--- src/design/rfpc_pkg.sv ---
// shared types and constants for the range filter pruning check
package rfpc_pkg;

  // default sizes of the range table and of the value datapath
  localparam int unsigned MAX_RANGES_DEF = 16;
  localparam int unsigned VALUE_BITS_DEF = 32;

  // fixed field widths
  localparam int unsigned CNT_W  = 5;
  localparam int unsigned IDX_W  = 4;
  localparam int unsigned PRED_W = 4;

  // range count after reset
  localparam logic [CNT_W-1:0] CNT_RESET = 5'd1;

  // request opcodes
  typedef enum logic [0:0] {
    OP_WRITE = 1'b0,
    OP_QUERY = 1'b1
  } op_e;

  // predicate codes of a query
  typedef enum logic [PRED_W-1:0] {
    PRED_EQ        = 4'd0,
    PRED_NE        = 4'd1,
    PRED_LT        = 4'd2,
    PRED_LE        = 4'd3,
    PRED_GT        = 4'd4,
    PRED_GE        = 4'd5,
    PRED_BETWEEN   = 4'd6,
    PRED_ISNULL    = 4'd7,
    PRED_ISNOTNULL = 4'd8,
    PRED_OTHER     = 4'd9
  } pred_e;

  // query sequencer states
  typedef enum logic [1:0] {
    ST_IDLE,
    ST_SCAN,
    ST_WAIT,
    ST_DONE
  } state_e;

endpackage

--- src/design/range_filter_prune_check_top.sv ---
// range filter pruning check: range table, scan sequencer and pruning decision
//
// Usage: a request is taken at a clock edge where start_i is high and busy_o is low.
// opcode_i selects a table write (entry_index_i, entry_low_i, entry_high_i) or a
// pruning query (predicate_i, value_i, second_value_i and their null flags).
// A write completes at the accepting edge, leaves busy_o low and gives no result,
// so writes can be issued every cycle. A query raises busy_o and walks the table
// one entry per cycle through a single compare unit fed by a registered memory
// read. The scan is followed by a wait state and the decision state, from which
// done_o and prunable_o are registered and shown for one cycle. A query with a
// null operand or a predicate that never prunes skips the walk and the wait.
// busy_o drops in the cycle that shows the result, so a new request can be taken
// there. The result cannot be stalled. The user must write the range count through
// cfg_we_i / cfg_data_i only while the block is idle; the block does not enforce
// this. Reset clears the sequencer and sets the range count to 1; the table is
// not cleared and its entries must be written before a query reads them.
module range_filter_prune_check_top #(
  parameter int unsigned MAX_RANGES = rfpc_pkg::MAX_RANGES_DEF,
  parameter int unsigned VALUE_BITS = rfpc_pkg::VALUE_BITS_DEF
) (
  input  logic                              clk_i,
  input  logic                              rst_ni,
  input  logic                              start_i,
  output logic                              busy_o,
  input  logic                              opcode_i,
  input  logic [rfpc_pkg::IDX_W-1:0]        entry_index_i,
  input  logic signed [VALUE_BITS-1:0]      entry_low_i,
  input  logic signed [VALUE_BITS-1:0]      entry_high_i,
  input  logic [rfpc_pkg::PRED_W-1:0]       predicate_i,
  input  logic signed [VALUE_BITS-1:0]      value_i,
  input  logic                              value_is_null_i,
  input  logic signed [VALUE_BITS-1:0]      second_value_i,
  input  logic                              second_is_null_i,
  input  logic                              cfg_we_i,
  input  logic [rfpc_pkg::CNT_W-1:0]        cfg_data_i,
  output logic                              done_o,
  output logic                              prunable_o
);
  import rfpc_pkg::*;

  localparam int unsigned AW     = (MAX_RANGES > 1) ? $clog2(MAX_RANGES) : 1;
  localparam int unsigned SW     = (AW > CNT_W) ? AW : CNT_W;
  localparam int unsigned CNT_MX = (1 << CNT_W) - 1;
  localparam int unsigned NMAX   = (MAX_RANGES < CNT_MX) ? MAX_RANGES : CNT_MX;

  state_e                  state_q, state_d;
  logic [SW-1:0]           idx_q, idx_d;
  logic [CNT_W-1:0]        cnt_q;
  logic [CNT_W-1:0]        n_w;
  logic [SW-1:0]           n_last_w;

  logic                    acc_w, wr_acc_w, q_acc_w, short_w, mem_we_w;

  logic signed [VALUE_BITS-1:0] mem_lo [MAX_RANGES];
  logic signed [VALUE_BITS-1:0] mem_hi [MAX_RANGES];
  logic signed [VALUE_BITS-1:0] rd_lo_q, rd_hi_q;
  logic                    rv_q;
  logic [SW-1:0]           ridx_q;

  logic [PRED_W-1:0]       pred_q;
  logic signed [VALUE_BITS-1:0] v_q, v2_q, mn_q, mx_q;
  logic                    nul_q;

  logic                    eq_hit_q, fa_q, fb_q, ina_q, inb_q;
  logic [SW-1:0]           a_idx_q, b_idx_q;

  logic                    lo_le_v, hi_ge_v, lo_le_v2, hi_ge_v2;
  logic                    same_gap_w, res_w;
  logic                    done_q, prunable_q;

  // request accept decode
  assign acc_w    = start_i && !busy_o;
  assign wr_acc_w = acc_w && (opcode_i == OP_WRITE);
  assign q_acc_w  = acc_w && (opcode_i == OP_QUERY);
  assign mem_we_w = wr_acc_w && (32'(entry_index_i) < MAX_RANGES);
  assign short_w  = value_is_null_i || second_is_null_i || (predicate_i > PRED_BETWEEN);

  // range count register
  always_ff @(posedge clk_i or negedge rst_ni) begin
    if (!rst_ni) begin
      cnt_q <= CNT_RESET;
    end else if (cfg_we_i) begin
      cnt_q <= cfg_data_i;
    end
  end

  // number of ranges in use, clamped to 1..table depth, and at most CNT_MX
  always_comb begin
    if (cnt_q == '0) begin
      n_w = CNT_W'(1);
    end else if (cnt_q > CNT_W'(NMAX)) begin
      n_w = CNT_W'(NMAX);
    end else begin
      n_w = cnt_q;
    end
  end
  assign n_last_w = SW'(n_w - CNT_W'(1));

  // range table, registered read at the scan index
  always_ff @(posedge clk_i) begin
    if (mem_we_w) begin
      mem_lo[AW'(entry_index_i)] <= entry_low_i;
      mem_hi[AW'(entry_index_i)] <= entry_high_i;
    end
    rd_lo_q <= mem_lo[idx_q[AW-1:0]];
    rd_hi_q <= mem_hi[idx_q[AW-1:0]];
  end

  // sequencer state register
  always_ff @(posedge clk_i or negedge rst_ni) begin
    if (!rst_ni) begin
      state_q <= ST_IDLE;
      idx_q   <= '0;
    end else begin
      state_q <= state_d;
      idx_q   <= idx_d;
    end
  end

  // sequencer next state
  always_comb begin
    state_d = state_q;
    idx_d   = idx_q;
    case (state_q)
      ST_IDLE: begin
        if (q_acc_w) begin
          idx_d   = '0;
          state_d = short_w ? ST_DONE : ST_SCAN;
        end
      end
      ST_SCAN: begin
        idx_d = idx_q + SW'(1);
        if (idx_q == n_last_w) begin
          state_d = ST_WAIT;
        end
      end
      ST_WAIT: begin
        state_d = ST_DONE;
      end
      ST_DONE: begin
        state_d = ST_IDLE;
      end
      default: begin
        state_d = ST_IDLE;
      end
    endcase
  end

  // read data valid tracking
  always_ff @(posedge clk_i or negedge rst_ni) begin
    if (!rst_ni) begin
      rv_q <= 1'b0;
    end else begin
      rv_q <= (state_q == ST_SCAN);
    end
  end

  always_ff @(posedge clk_i) begin
    ridx_q <= idx_q;
  end

  // query operand capture
  always_ff @(posedge clk_i) begin
    if (q_acc_w) begin
      pred_q <= predicate_i;
      v_q    <= value_i;
      v2_q   <= second_value_i;
      nul_q  <= value_is_null_i || second_is_null_i;
    end
  end

  // shared per-entry compare unit
  assign lo_le_v  = rd_lo_q <= v_q;
  assign hi_ge_v  = rd_hi_q >= v_q;
  assign lo_le_v2 = rd_lo_q <= v2_q;
  assign hi_ge_v2 = rd_hi_q >= v2_q;

  // scan accumulators: point hit, first entry not below each bound, min and max
  always_ff @(posedge clk_i or negedge rst_ni) begin
    if (!rst_ni) begin
      eq_hit_q <= 1'b0;
      fa_q     <= 1'b0;
      fb_q     <= 1'b0;
      ina_q    <= 1'b0;
      inb_q    <= 1'b0;
    end else if (q_acc_w) begin
      eq_hit_q <= 1'b0;
      fa_q     <= 1'b0;
      fb_q     <= 1'b0;
      ina_q    <= 1'b0;
      inb_q    <= 1'b0;
    end else if (rv_q) begin
      if (lo_le_v && hi_ge_v) begin
        eq_hit_q <= 1'b1;
      end
      if (!fa_q && hi_ge_v) begin
        fa_q  <= 1'b1;
        ina_q <= lo_le_v;
      end
      if (!fb_q && hi_ge_v2) begin
        fb_q  <= 1'b1;
        inb_q <= lo_le_v2;
      end
    end
  end

  always_ff @(posedge clk_i) begin
    if (rv_q) begin
      if (!fa_q && hi_ge_v) begin
        a_idx_q <= ridx_q;
      end
      if (!fb_q && hi_ge_v2) begin
        b_idx_q <= ridx_q;
      end
      if (ridx_q == '0) begin
        mn_q <= rd_lo_q;
      end
      if (ridx_q == n_last_w) begin
        mx_q <= rd_hi_q;
      end
    end
  end

  // pruning decision
  assign same_gap_w = (!fa_q && !fb_q) || (fa_q && fb_q && (a_idx_q == b_idx_q));

  always_comb begin
    case (pred_e'(pred_q))
      PRED_EQ:      res_w = !eq_hit_q;
      PRED_NE:      res_w = (n_w == CNT_W'(1)) && (mn_q == v_q) && (mx_q == v_q);
      PRED_LT:      res_w = v_q <= mn_q;
      PRED_LE:      res_w = v_q < mn_q;
      PRED_GT:      res_w = v_q >= mx_q;
      PRED_GE:      res_w = v_q > mx_q;
      PRED_BETWEEN: res_w = (v2_q < v_q) || (v2_q < mn_q) || (v_q > mx_q) ||
                            (!ina_q && !inb_q && same_gap_w);
      default:      res_w = 1'b0;
    endcase
    if (nul_q) begin
      res_w = 1'b0;
    end
  end

  // result register
  always_ff @(posedge clk_i or negedge rst_ni) begin
    if (!rst_ni) begin
      done_q <= 1'b0;
    end else begin
      done_q <= (state_q == ST_DONE);
    end
  end

  always_ff @(posedge clk_i) begin
    if (state_q == ST_DONE) begin
      prunable_q <= res_w;
    end
  end

  assign busy_o     = (state_q != ST_IDLE);
  assign done_o     = done_q;
  assign prunable_o = prunable_q;

  // a result strobe follows the decision state
  a_done_after_decide: assert property (@(posedge clk_i) disable iff (!rst_ni)
    done_q |-> $past(state_q == ST_DONE))
    else $error("result strobe without a decision cycle");

  // a table write never occupies the sequencer
  a_write_no_busy: assert property (@(posedge clk_i) disable iff (!rst_ni)
    (start_i && !busy_o && (opcode_i == OP_WRITE)) |=> !busy_o)
    else $error("table write made the block busy");

  // the scan never reads past the entries in use
  a_scan_in_range: assert property (@(posedge clk_i) disable iff (!rst_ni)
    (state_q == ST_SCAN) |-> (idx_q <= n_last_w))
    else $error("scan index beyond the ranges in use");

  // read data is only marked valid right after a scan cycle
  a_read_valid: assert property (@(posedge clk_i) disable iff (!rst_ni)
    rv_q |-> ((state_q == ST_SCAN) || (state_q == ST_WAIT)))
    else $error("read data valid outside the scan");

endmodule

--- config.mk ---
export PLATFORM = sky130hd
export DESIGN_NAME = range_filter_prune_check_top
export DESIGN_NICKNAME = d
export VERILOG_FILES = /design/src/design/rfpc_pkg.sv /design/src/design/range_filter_prune_check_top.sv
export SDC_FILE = /design/constraint.sdc
export NUM_CORES = 1
export LEC_CHECK = 0
export BUFFER_PORTS_ARGS = -buffer_cell sky130_fd_sc_hd__buf_2
export CELL_PAD_IN_SITES_DETAIL_PLACEMENT = 0
export CELL_PAD_IN_SITES_GLOBAL_PLACEMENT = 1
export CORE_ASPECT_RATIO = 2
export CORE_MARGIN = 2
export CORE_UTILIZATION = 40
export DETAILED_ROUTE_END_ITERATION = 12
export GPL_ROUTABILITY_DRIVEN = 0
export PLACE_DENSITY_LB_ADDON = 0.1
export SLEW_MARGIN = 15
export SYNTH_ARGS = -nofsm -noshare
export SYNTH_HDL_FRONTEND = slang
export SYNTH_SLANG_ARGS = --single-unit
export TNS_END_PERCENT = 100
--- constraint.sdc ---
create_clock -name clk_i -period 6.1 [get_ports clk_i]
set_input_delay 0.61 -clock clk_i [delete_from_list [all_inputs] [get_ports clk_i]]
set_output_delay 0.61 -clock clk_i [all_outputs]
set_load 0.05 [all_outputs]
[Yosys cells after proc, flatten, opt, wreduce, memory -nomap -nowiden]
Memories as Yosys holds them, arrays and structs flattened. A register that Yosys moved wholly into a read port is not among the register bits.
Index checks and enable logic that the tools add are counted.
Widths: inputs -> output; s select.
Cells by class
  add/subtract/negate cells: 2
  order comparisons: 12
  equal/unequal tests: 17
  multiplexer cells: 26
  bitwise gates (word level): 1
  reduce and logical (&&, ||, !) cells: 44
Operator list (number)
  $ge 32x32->1: 3
  $le 32x32->1: 3
  $lt 32x32->1: 3
  $eq 32x32->1: 2
  $gt 32x32->1: 1
  $reduce_and 2->1: 9
  $mux 1: 17
  $eq 5x5->1: 3
  $mux 5: 3
  $logic_and 1x1->1: 13
  $eq 4x3->1 const B: 3
  $reduce_bool 2->1: 6
  $logic_not 5->1: 2
  $pmux 5 s2: 1
  $eq 4x2->1 const B: 2
  $pmux 2 s4: 1
  $pmux 1 s7: 1
  $logic_not 1->1: 6
  $logic_or 1x1->1: 6
  $mux 2: 3
  $add 5x1->5 const B: 1
  $eq 5x1->1 const B: 1
  $gt 5x5->1 const B: 1
  $sub 5x1->5 const B: 1
  8 further kinds: 10
Word-level totals
  register bits after elaboration: 168
  memory bits (writable): 1024
  input bits: 148
  word-level logic and storage cells: 124
  memories: 2
Memory list
  mem_hi: depth 16, width 32, read ports 1, clocked after memory_dff 1, wr ports 1, line range_filter_prune_check_top.sv:55  | logic signed [VALUE_BITS-1:0] mem_hi [MAX_RANGES];
  mem_lo: depth 16, width 32, read ports 1, clocked after memory_dff 1, wr ports 1, line range_filter_prune_check_top.sv:54  | logic signed [VALUE_BITS-1:0] mem_lo [MAX_RANGES];

[Longest topological paths before layout]
  depth in word-level cells: 7
  mapped depth: 11

[Least setup slack after synthesis]
OpenSTA, ideal clock, no wires.
  path kind: register -> register
  start: register state_q[0]
  end: memory mem_hi[0][0] (netlist name) (enable)
  library setup time: 0.565 ns
  arrival: 5.584 ns
  setup slack: -0.049 ns
  cell stages (with the launch flop): 6
  buffers on the path: 0
  clock period less this slack: 6.149 ns
  cells stage by stage: dfrtp_1 inv_1 ha_1 nand2_1 or4_1 nor3_1
On the way
  longest elaborated chain between the ends: 6
RTL lines
  start: declaration: line range_filter_prune_check_top.sv:46  | state_e state_q, state_d;
  start signal: assignment: line range_filter_prune_check_top.sv:115  | state_q <= state_d;
  $reduce_bool 2->1: line range_filter_prune_check_top.sv:259  | assign busy_o = (state_q != ST_IDLE);
  $logic_not 1->1: line range_filter_prune_check_top.sv:72  | assign acc_w = start_i && !busy_o;
  $logic_and 1x1->1: line range_filter_prune_check_top.sv:72
  $logic_and 1x1->1: line range_filter_prune_check_top.sv:73  | assign wr_acc_w = acc_w && (opcode_i == OP_WRITE);
  $mux 1: line range_filter_prune_check_top.sv:101  | if (mem_we_w) begin
  $mux 1 (implied by the code): line range_filter_prune_check_top.sv:103  | mem_hi[AW'(entry_index_i)] <= entry_high_i;
  end: declaration: line range_filter_prune_check_top.sv:55
No other way between the ends.

[Worst setup path in the final report]
  start: register v_q[23]
  end: register prunable_q, in the netlist prunable_o (data pin)
On the way
  longest elaborated chain between the ends: 5
RTL lines
  start: declaration: line range_filter_prune_check_top.sv:61  | logic signed [VALUE_BITS-1:0] v_q, v2_q, mn_q, mx_q;
  start signal: assignment: line range_filter_prune_check_top.sv:166  | v_q <= value_i;
  $lt 32x32->1: line range_filter_prune_check_top.sv:235  | PRED_BETWEEN: res_w = (v2_q < v_q) || (v2_q < mn_q) || (v_q > mx_q) ||
  $logic_or 1x1->1 (3 in series): line range_filter_prune_check_top.sv:235
  $pmux 1 s7 (*): line range_filter_prune_check_top.sv:228  | case (pred_e'(pred_q))
  end signal: assignment: line range_filter_prune_check_top.sv:255  | prunable_q <= res_w;
  end: declaration: line range_filter_prune_check_top.sv:69  | logic done_q, prunable_q;
Every way passes the cells marked *; elsewhere a longest branch is shown, timed or not.
A chain may end at the register's enable or synchronous reset.

==> results.md <==
- The first global-routing pass estimated 197.4 mm of wire.
- The horizontal extent of the die is ~260 um.
- The kind of critical path is reg2reg.
- The final routed DRC violation total is 0.
- By instance count, the cell type seen most on the critical path is nor3_1.
- Among all stages on the critical path, the largest delay is contributed by nor4_2.
- The cell depth of the worst hold path is 1.
- The analysis attributes to cell leakage a power of ~20 nW.
- The die covers 131400 sq um.
- The largest single stage delay on the critical path is between 800 and 900 ps.
- At the worst endpoint, the arrival time is 4480 ps.
- Traced cell by cell, the critical path runs through ha_1, nand4_1, nor4_2, nand2_1, nor3_1, a22o_1, nor3_1, a21o_1, a31oi_1.
- The max-slew violation count is 0.
- The deepest level of the CTS H-tree is 3.
- The area added between synthesis and finish is 13.17%.
- After synthesis the netlist holds a flip-flop and latch count of 1256.
- After layout, the minimum clock period comes to ~4000 ps.
- The clock-pin transition on the worst setup and hold timing paths is around 70 ps.
- The summed instance area of the synthesized netlist is 51360 sq um.
- Counting along the longest clock path gives a buffer depth of 3.
- After detailed placement, the design holds a cell count of 4379.
- The run finished with clean final reports.
- After detailed routing, the average wire length per cell comes to roughly 30 um.
- The most instantiated flip-flop cell in the synthesis netlist is edfxtp_1.
- Averaged over all synthesized cells, the footprint is 20.05 sq um.
- Max-cap violations in this run came to 0.
- The clock tree from TritonCTS is built.
- Of all nets on the critical path, the largest fanout is 3.
- By area the synthesized netlist is led by edfxtp_1, mux4_2, ha_1.
- The net count after synthesis is 2971.
- The total count of hold-check failures in the final report was 0.
- The post-DP HPWL is 87.47 mm.
- The first-pass iteration count of the detailed router is 5.
- The endpoint of the most critical register-to-register path is prunable_o.
- For flop-to-flop paths, the worst setup slack is between 2000 and 2500 ps.
- The count of nets left with antenna violations once routing finished came out at 0.
- The total global-route track usage is 21.08%.
- The achievable clock frequency is roughly 0.26 GHz.
- The net count of the finished layout is 3216.
- The chip height is around 510 um.
- The worst clock skew is approximately 29 ps.
- The number of fill cells in the layout is between 10000 and 15000.
- The number of cells on the worst reg-to-reg path is 9.
- Synthesis produced a netlist whose cell count is between 2000 and 3000.
- After floorplanning, the core was divided into approximately 190 placement rows.
- The routed wire length is roughly 140 mm.
- The cell with the most instances after synthesis is edfxtp_1.
- The dominant delay contributor by cell family on the critical path is simple AND/OR/NAND/NOR gates.
- The master cell of the clock root buffer is clkbuf_16.
- The sum of overflow across all layers after global routing is 0.
- The startpoint of the worst register-to-register path is v_q[23].
- The standard cell core area is 128000 sq um.
- The number of sinks on the clock net is between 1000 and 1500.
- The number of global-route vias before repair is 27830.
- IR analysis of the VDD net gives a maximum drop of between 0.2 and 0.3 mV.
- Setup repair after global routing left no endpoint under its margin.
- The fraction of synthesized cell area taken by the top area cell type is 68.30%.
- The power density relative to cell area is 401.3 nW/um^2.
- Once routing completed, OpenROAD measured the worst setup slack at between 2000 and 2500 ps.
- The via density per instance is ~5.5.
- The most area-hungry cell type in the Yosys netlist is edfxtp_1.
- The number of vias after detailed routing is about 25000.
- Hold timing on the final database bottoms out at a slack of 56.57 ps.
- The number of stages on the worst setup path is 9.
- The final setup violation count is 0.
- For the worst-skew pair, the clock arrives at the later sink with an insertion delay of 730 ps.
- The maximum number of pins on one net before global-route repair is around 90.
- For the pin with the worst max-slew slack, the measured transition is about 1200 ps.
- The number of primary I/O pins is 151.
- The final non-filler cell total is about 4600.
- The count of flip-flops with a built-in enable after synthesis is 1168.
- In this run, the number of DRC markers left after iteration 0 of detailed routing was ~1800.
- During synthesis, Yosys emitted a total of 0 warnings.
- The count of buffers inserted at the top-level ports is 150.
- The sum of negative setup slack is 0 ps.
- Counting instances in the post-synthesis netlist gives the leading cell types as edfxtp_1, mux4_2, ha_1.
- The number of buffer and inverter instances along the worst setup path is 0.
- In this run the tightest slew margin relative to its limit is between 20% and 30%.
- The worst hold path belongs to the class in2reg.
- The proportion of synthesized flip-flops having asynchronous set or reset is approximately 1.5%.
- The final critical path takes up between 60 and 70% of the cycle.
- The post-synthesis sequential area ratio is 71.91%.
- The initial antenna violation count is 25.
- The minimum setup slack after placement is roughly 2200 ps.
- The startpoint kind of the worst setup timing path is a flop.
- The type of destination of the critical path is a flop.
- The initial standard-cell utilization of the core is 40.12%.
- The launch instance of the worst min-delay path is second_value_i[30].
- The number of library cell types mapped by synthesis is 66.
- The fraction of final layout cells sized beyond drive strength 1 is around a quarter.
- The end point of the worst hold path is v2_q[30].
- Data on the critical path is required at its endpoint by approximately 6700 ps.
- The number of buffers inserted during clock tree synthesis is about 110.
[placed cells by master (no fill, tap or decap), types with 6 or more instances in the layout]
| master | count |
|---|---|
| nand4_1 | 49 |
| nor4_1 | 7 |
| edfxtp_1 | 1168 |
| nor2b_1 | 11 |
| inv_1 | 142 |
| a21o_1 | 60 |
| dfrtp_1 | 14 |
| nor2_4 | 12 |
| a22o_1 | 6 |
| clkbuf_1 | 21 |
| xnor2_1 | 11 |
| nor2_1 | 19 |
| nand2_1 | 53 |
| dfxtp_1 | 69 |
| buf_12 | 8 |
| a21oi_1 | 82 |
| clkinv_2 | 27 |
| o21a_1 | 8 |
| buf_4 | 42 |
| ha_1 | 262 |
| nor3_1 | 21 |
| nand3_1 | 25 |
| clkinv_1 | 23 |
| mux4_2 | 320 |
| clkbuf_16 | 115 |
| nand2b_1 | 7 |
| xor2_1 | 7 |
| buf_2 | 150 |
| o21ai_0 | 35 |
[cell type report]
| class | count | area, sq um | share of cell area [%] |
|---|---|---|---|
| inverter | 143 | 538.0 | 0.9257 |
| antenna | 3 | 7.507 | 0.01292 |
| sequential | 1256 | 36950 | 63.57 |
| multi-input combinational | 1088 | 13720 | 23.60 |
| clock buffer | 140 | 3012 | 5.182 |
| clock inverter | 69 | 515.5 | 0.8870 |
| tap | 1692 | 2117 | 3.643 |
| timing repair buffer | 204 | 1266 | 2.179 |
[cell families (layout without fill, tap and decap cells)]
| kind of cell | after synthesis | in the layout | share of synthesized area (%) |
|---|---|---|---|
| AO/OA/AOI/OAI | 237 | 237 | 3.024 |
| XOR/XNOR | 18 | 18 | 0.3070 |
| adder cells (fa/ha/maj) | 262 | 262 | 6.383 |
| buffers and inverters | 217 | 556 | 1.659 |
| flip-flops | 1256 | 1256 | 71.91 |
| multiplexers | 330 | 330 | 14.24 |
| other | 0 | 3 | 0 |
| AND/OR/NAND/NOR | 241 | 241 | 2.473 |
[power breakdown]
part / switching (mW) / internal (mW) / total, mW
Sequential: 0.653 / 9.98 / 10.6
Clock: 3.19 / 3.72 / 6.91
Combinational: 3.05 / 2.73 / 5.78
[registers in the layout, summed over array words and instances (netlist names), 32 cells and up]
signal and flops:
rd_lo_q 32, mem_hi 512, mem_lo 512, rd_hi_q 32, v2_q 32, mx_q 32
v_q 32, mn_q 32
[worst max path at each step]
stage                    start            end  slack [ps]
floorplan           state_q[0]  mem_hi[12][0]         130
global route           v_q[23]     prunable_o        2320
detailed placement     v_q[23]     prunable_o        2160
global placement       v_q[23]     prunable_o        1690
finish                 v_q[23]     prunable_o        2190
CTS                    v_q[23]     prunable_o        2150
[routing by layer]
metal	global-route usage, %	share of wire [%]	vias up
li1	-	-	11020
met1	24.30	38	13600
met2	39.83	55	571
met3	2.651	3.4	205
met4	7.309	3.5	14
met5	0	0.069	-
[metrics by stage]
stage	instance area [sq um]	power (mW)	utilization (%)
6_report	58120	23.32	45.41
3_5_place_dp	54540	16.79	42.61
4_1_cts	58110	23.72	45.40
5_1_grt	58110	24.36	45.40
3_3_place_gp	54520	16.69	42.59
2_1_floorplan	51360	14.47	-
[repair_timing]
item,CTS,global route
resized for setup,0,0
endpoints found under the hold margin,21,0
setup buffers,0,0
hold buffers,4,0
Note: power is estimated with default switching activity, not from simulation.
